## config.mk

```make
export PLATFORM = sky130hd
export DESIGN_NAME = psca_sort_cell
export DESIGN_NICKNAME = d
export VERILOG_FILES = /design/src/psca_pkg.sv /design/src/psca_sort_cell.sv
export SDC_FILE = /design/constraint.sdc
export NUM_CORES = 1
export LEC_CHECK = 0
export BUFFER_PORTS_ARGS = -buffer_cell sky130_fd_sc_hd__buf_2
export CAP_MARGIN = 20
export CORE_MARGIN = 5
export CORE_UTILIZATION = 30
export CTS_BUF_LIST = sky130_fd_sc_hd__clkbuf_8
export CTS_CLUSTER_DIAMETER = 60
export DETAILED_ROUTE_END_ITERATION = 6
export SETUP_SLACK_MARGIN = 0.2
export SKIP_CTS_REPAIR_TIMING = 1
export SLEW_MARGIN = 20
export SYNTH_ARGS = -nofsm -noshare
export SYNTH_HDL_FRONTEND = slang
export SYNTH_SLANG_ARGS = --single-unit
```

## constraint.sdc

```tcl
create_clock -name clk -period 2.5 [get_ports clk]
set_input_delay 0.125 -clock clk [delete_from_list [all_inputs] [get_ports clk]]
set_output_delay 0.125 -clock clk [all_outputs]
set_load 0.05 [all_outputs]
```

## src/psca_pkg.sv

```systemverilog
`timescale 1ns / 1ps
package psca_pkg;

  localparam int unsigned MAX_PRIMARIES_DEF = 64;
  localparam int unsigned MAX_CHAINS_DEF    = 1024;
  localparam int unsigned COORD_BITS_DEF    = 24;

  // registers between feeding a primary into the overlap test and its hit flag
  localparam int unsigned TEST_LAT = 5;

  localparam int unsigned MASK_W   = 17;
  localparam int unsigned SCORE_W  = 31;
  localparam int unsigned SEG_W    = 16;
  localparam int unsigned CNT_W    = 10;
  localparam int unsigned OIDX_W   = 10;
  localparam int unsigned FCOORD_W = 24;
  localparam int unsigned CIDX_W   = 8;
  localparam int unsigned CDATA_W  = 32;

  localparam logic [MASK_W-1:0] MASK_RESET = 17'd32768;
  localparam logic [CNT_W-1:0]  CNT_MAX    = '1;

  localparam logic [CIDX_W-1:0] CFG_THRESH    = 8'd0;
  localparam logic [CIDX_W-1:0] CFG_HARD_MASK = 8'd1;

  typedef struct packed {
    logic [FCOORD_W-1:0] query_start;
    logic [FCOORD_W-1:0] query_end;
    logic [SCORE_W-1:0]  chain_score;
    logic [SEG_W-1:0]    segment_count;
    logic [SCORE_W-1:0]  prior_sub_score;
    logic                last_in_set;
  } in_item_t;

  typedef struct packed {
    logic [OIDX_W-1:0]  chain_index;
    logic [OIDX_W-1:0]  parent_index;
    logic               is_primary;
    logic [SCORE_W-1:0] parent_sub_score;
    logic [CNT_W-1:0]   parent_sub_count;
    logic               overflow;
  } out_item_t;

  typedef struct packed {
    logic [CIDX_W-1:0]  index;
    logic [CDATA_W-1:0] wdata;
  } cfg_item_t;

  typedef enum logic [2:0] {
    ST_IDLE,
    ST_GEN,
    ST_MERGE,
    ST_TEST,
    ST_UPDATE,
    ST_OUT
  } state_t;

  typedef struct packed {
    logic clr;
    logic ins;
    logic drain;
  } sort_ctl_t;

endpackage

```

## src/psca_sort_cell.sv

```systemverilog
`timescale 1ns / 1ps
module psca_sort_cell #(
  parameter int unsigned KW = 8
) (
  input  logic                clk,
  input  logic                rst_n,
  input  psca_pkg::sort_ctl_t ctl,
  input  logic [KW-1:0]       x,
  input  logic                left_gt,
  input  logic [KW-1:0]       left_key,
  input  logic                left_vld,
  input  logic [KW-1:0]       right_key,
  input  logic                right_vld,
  output logic [KW-1:0]       key,
  output logic                vld,
  output logic                gt
);

  logic [KW-1:0] key_r;
  logic          vld_r;

  // empty cells sort after everything
  assign gt = !vld_r || (key_r > x);

  always_ff @(posedge clk) begin
    if (!rst_n) begin
      vld_r <= 1'b0;
    end else begin
      priority if (ctl.clr) begin
        vld_r <= 1'b0;
      end else if (ctl.ins && gt) begin
        vld_r <= left_gt ? left_vld : 1'b1;
      end else if (ctl.drain) begin
        vld_r <= right_vld;
      end
    end
  end

  // insert: open a slot by pushing right; drain: pull from the right
  always_ff @(posedge clk) begin
    priority if (ctl.ins && gt) begin
      key_r <= left_gt ? left_key : x;
    end else if (ctl.drain) begin
      key_r <= right_key;
    end
  end

  assign key = key_r;
  assign vld = vld_r;

endmodule

```

**After elaboration in Yosys (flattened, before gate mapping)**

Cells that the tools add are included.
W data, S select, Z words.

- Register bits: 9
- Input bits: 32
- Output and inout port bits: 10

- Order comparisons: 1
- Muxes and demuxes: 6
- Bitwise logic cells: 1
- Reduce and logical (&&, ||, !) cells: 5

Operators with widths:

| cell | count |
|---|---|
| $mux W8 | 3 |
| $gt A8 B8 Y1 | 1 |
| $mux W1 | 3 |
| $reduce_bool A2 Y1 | 1 |
| $reduce_or A2 Y1 | 1 |
| $logic_and A1 B1 Y1 | 1 |
| $logic_not A1 Y1 | 1 |
| $logic_or A1 B1 Y1 | 1 |
| $not A1 Y1 | 1 |

**Longest topological paths before layout**

- Depth after elaboration: 4
- Depth in mapped cells: 8
- Mapped depth without buffers: 7

**Worst setup path after synthesis**

Ideal clock, no wire load.

- Kind: reg-to-output
- Start point: register key_r[1] (netlist: key[1])
- End point: output gt
- Arrival: 2.503 ns
- Slack: -0.128 ns
- Stages on the path, launching flop included: 7
- Buffers on the path: 0
- Cells stage by stage: edfxtp_1 ha_1 nor2b_4 o211ai_2 a21oi_2 nor2_1 o21ai_0

- Longest elaborated chain between the ends: 2

RTL lines:

| what | line | source |
|---|---|---|
| from (decl) | psca_sort_cell.sv:19 | `logic [KW-1:0] key_r;` |
| from (signal assigned) | psca_sort_cell.sv:42 | `key_r <= left_gt ? left_key : x;` |
| from (signal assigned) | psca_sort_cell.sv:44 | `key_r <= right_key;` |
| $gt A8 B8 Y1 | psca_sort_cell.sv:23 | `assign gt = !vld_r \|\| (key_r > x);` |
| $logic_or A1 B1 Y1 | psca_sort_cell.sv:23 |  |
| to (decl) | psca_sort_cell.sv:16 | `output logic gt` |

Every way passes these cells.

**Worst setup path after layout**

- Start point: register key_r[1] (netlist: key[1])
- End point: register key_r[0] (netlist: key[0]), enable pin

- Longest elaborated chain between the ends: 4

RTL lines:

| what | line | source |
|---|---|---|
| $gt A8 B8 Y1 | psca_sort_cell.sv:23 |  |
| $logic_or A1 B1 Y1 | psca_sort_cell.sv:23 |  |
| $logic_and A1 B1 Y1 | psca_sort_cell.sv:41 | `priority if (ctl.ins && gt) begin` |
| $reduce_bool A2 Y1 (no line) | - |  |

Every way passes these cells.
A chain may end at the register's enable or synchronous reset.

==> metrics.md <==
| Metric | Value |
|---|---|
| Status | `finished clean` |
| Post-DP HPWL | `1.568 mm` |
| P_leak | `around 0.53 nW` |
| Die area | `approximately 3600 µm²` |
| Via count | `between 600 and 700` |
| Pwr per Cell Area | `547.9 nW/µm²` |
| Final Critical Period | `2.164 ns` |
| # rows | `18` |
| Total net switching power | `0.0001913 W` |
| Hold Slack | `0.1474 ns` |
| Mapped cell area | `753.2 µm²` |
| GRT Util Overall | `11.06%` |
| Most used DFF post-synth | `edfxtp_1` |
| Number of global-route vias before repair | `683` |
| IO Count | `42` |
| Syn Nets | `roughly 110` |
| Synth-to-Final Area Change | `36.71%` |
| Internal | `~0.00037 W` |
| Fill cells | `247` |
| Gate Count Post-Synth | `74` |
| Gp weighted congestion | `0.7976` |
| Clock Latency Late Sink | `0.23 ns` |
| CTS sink count | `9` |
| Seq cells post-synth | `9` |
| Multi-input logic area | `444.2 µm²` |
| Mean post-synth cell area | `10.18 µm²` |
| Unrepaired setup endpoints after global routing | `no` |
| Core region area | `2432 µm²` |
| First-pass GRT wire length | `2.891 mm` |
| WL/cell | `13.24 µm` |
| Largest net degree at the start of global routing | `17` |
| 1st-iter DRT viols | `13` |
| Critical-path maximum fanout | `10` |
| Diode count | `0` |
| Clock power frac | `29.2%` |
| Die Wd | `60.11 µm` |
| Worst path cell trace | `ha_1 -> nor2b_4 -> o211ai_2 -> a21oi_2 -> o311a_2 -> or2_4` |
| Final period util | `86.57%` |
| Async SR Flop Fraction | `0%` |
| Area leader, netlist | `edfxtp_1` |
| Hold/Removal Path Class | `in2reg` |
| EDFF count, synth | `8` |
| Sequential cell area | `260.3 µm²` |
| Crit path DAT | `2.14 ns` |
| H-Tree Depth | `1` |
| Sequential power share | `34.3%` |
| Worst path slowest cell | `o311a_2` |
| Post-synth top area share | `31.89%` |
| NumNets Final | `approximately 160` |
| Fin Setup TNS | `0 ns` |
| Cts bufs inserted | `3` |
| Seq/Total Area, Yosys | `between 30% and 40%` |
| Clock root buffer | `clkbuf_8` |
| Max Cap Violations | `0` |
| Remaining DRCs | `0` |
| Initial Util | `30.97%` |
| Port Buf Inserts | `41` |
| Power Total | `between 0.0005 and 0.0006 W` |
| Slew @ Worst Pin | `between 0.3 and 0.4 ns` |
| VDD IR max | `273.7 µV` |
| Hold Vio Cnt, Final | `0` |
| Die H | `60.11 µm` |
| Worst R2R Start | `key[1]$_DFFE_PP_` |
| Fmax | `462.0 MHz` |
| Commonest cells post-synth | `inv_1 (10), nand2_1 (10), o21ai_0 (9)` |
| Vias per cell | `around 4.7` |
| Synth area leaders | `edfxtp_1 (32%), mux2_4 (16%), ha_1 (13%)` |
| Gr ovfl total | `0` |
| Worst-path clk slew | `0.05 ns` |
| Setup Viol. Count Final | `0` |
| CP Launch Type | `register` |
| Share of layout cells above drive strength 1 | `50.43%` |
| Clock skew | `0.002686 ns` |
| CTS tree | `done` |
| Combinational share of power | `36.6%` |
| Antenna viol nets, final | `0` |
| Initial antenna violation count | `0` |
| Yosys warning total | `0` |
| Routed WL | `between 1.5 and 2 mm` |
| Post-synthesis cell type count | `22` |
| Detailed Routing Iterations Pass 1 | `4` |
| Pins Over Slew Limit | `0` |
| Worst Path Class, Setup | `reg2reg` |
| Rel. slew slack | `76.90%` |
| Largest stage delay on the critical path | `about 0.49 ns` |
| CP startpoint | `key[1]$_DFFE_PP_` |
| Hold Crit Start | `ctl[2]` |
| CP Capture Type | `register` |
| Max clock buf depth | `2` |
| CP required | `2.48 ns` |
| Switching Share | `33.91%` |
-- kinds of logic after synthesis --
logic type | after synthesis | synth area share [%]
AOI/OAI and AO/OA | 19 | 16.45
and+or+nand+nor | 17 | 11.30
buffers and inverters | 12 | 6.977
muxes | 9 | 17.44
DFF | 9 | 34.55
adders and majority gates | 8 | 13.29
-- stage by stage --
step                      util (%)  setup WS, ns  cell area [µm²]  std cells
after floorplan                  -        0.1879            755.7         74
after global placement       40.43        0.2591            983.4        143
after detailed placement     40.43        0.1871            983.4        143
after CTS                    42.28        0.1856             1028        147
after global routing         42.34        0.2400             1030        147
final                        42.34        0.3357             1030        147
-- flip-flops by register name, summed over array words and instances (netlist names) --
register,count
vld,1
key,8
-- critical path: cells and delay by family (launching register included) --
family	cells	cell delay, ns
AOI/OAI and AO/OA	3	0.72
and+or+nand+nor	2	0.48
DFF	1	0.38
adders and majority gates	1	0.32
-- final timing paths --
path                      endpoint  slack (ns)  depth (start not counted)
setup / recovery  key[0]$_DFFE_PP_        0.34                          6
hold / removal    vld$_SDFFE_PP0P_        0.15                          3
setup reg to reg  key[0]$_DFFE_PP_        0.34                          6
hold reg to reg   vld$_SDFFE_PP0P_        0.73                          3
-- placed cells by master, fill, tap and decap left out, drive strengths merged --
master and count:
nand3b 1, buf 41, nor2b 1, a21oi 5
o311a 1, dfxtp 1, o211ai 1, nand4 2
nand2 10, mux2 9, or2 1, clkbuf 3
inv 11, edfxtp 8, o2111a 1, ha 8
o31ai 1, nor2 2, o21ai 10
-- metal layers --
metal  global-route usage, %  up-vias  routed length (µm)  part of all wire (%)
met1                   12.60      310                 831                    43
met2                   18.83       25                 938                    48
met3                   4.104        4                 147                   7.6
met4                   3.797        0                  29                   1.5
li1                        -      351                   -                     -
met5                       0        -                   0                     0
-- power by group through the flow --
stage / Combinational, W / Clock, W / Sequential (W)
6_report: 0.000206 / 0.000165 / 0.000193
5_1_grt: 0.000224 / 0.000176 / 0.000195
4_1_cts: 0.000209 / 0.000168 / 0.000194
3_5_place_dp: 0.000207 / 0 / 0.000196
3_3_place_gp: 0.000205 / 0 / 0.000195
2_1_floorplan: 0.0000958 / 0 / 0.000250
-- cell type report --
cell class	instances	share of cell area, %
Clock buffer	3	4.010
Clock inverter	1	0.3645
Timing Repair Buffer	41	19.93
Inverter	10	3.645
Tap cell	30	3.645
Sequential cell	9	25.27
Multi-Input combinational cell	53	43.13
Note: power is estimated with default switching activity, not from simulation.
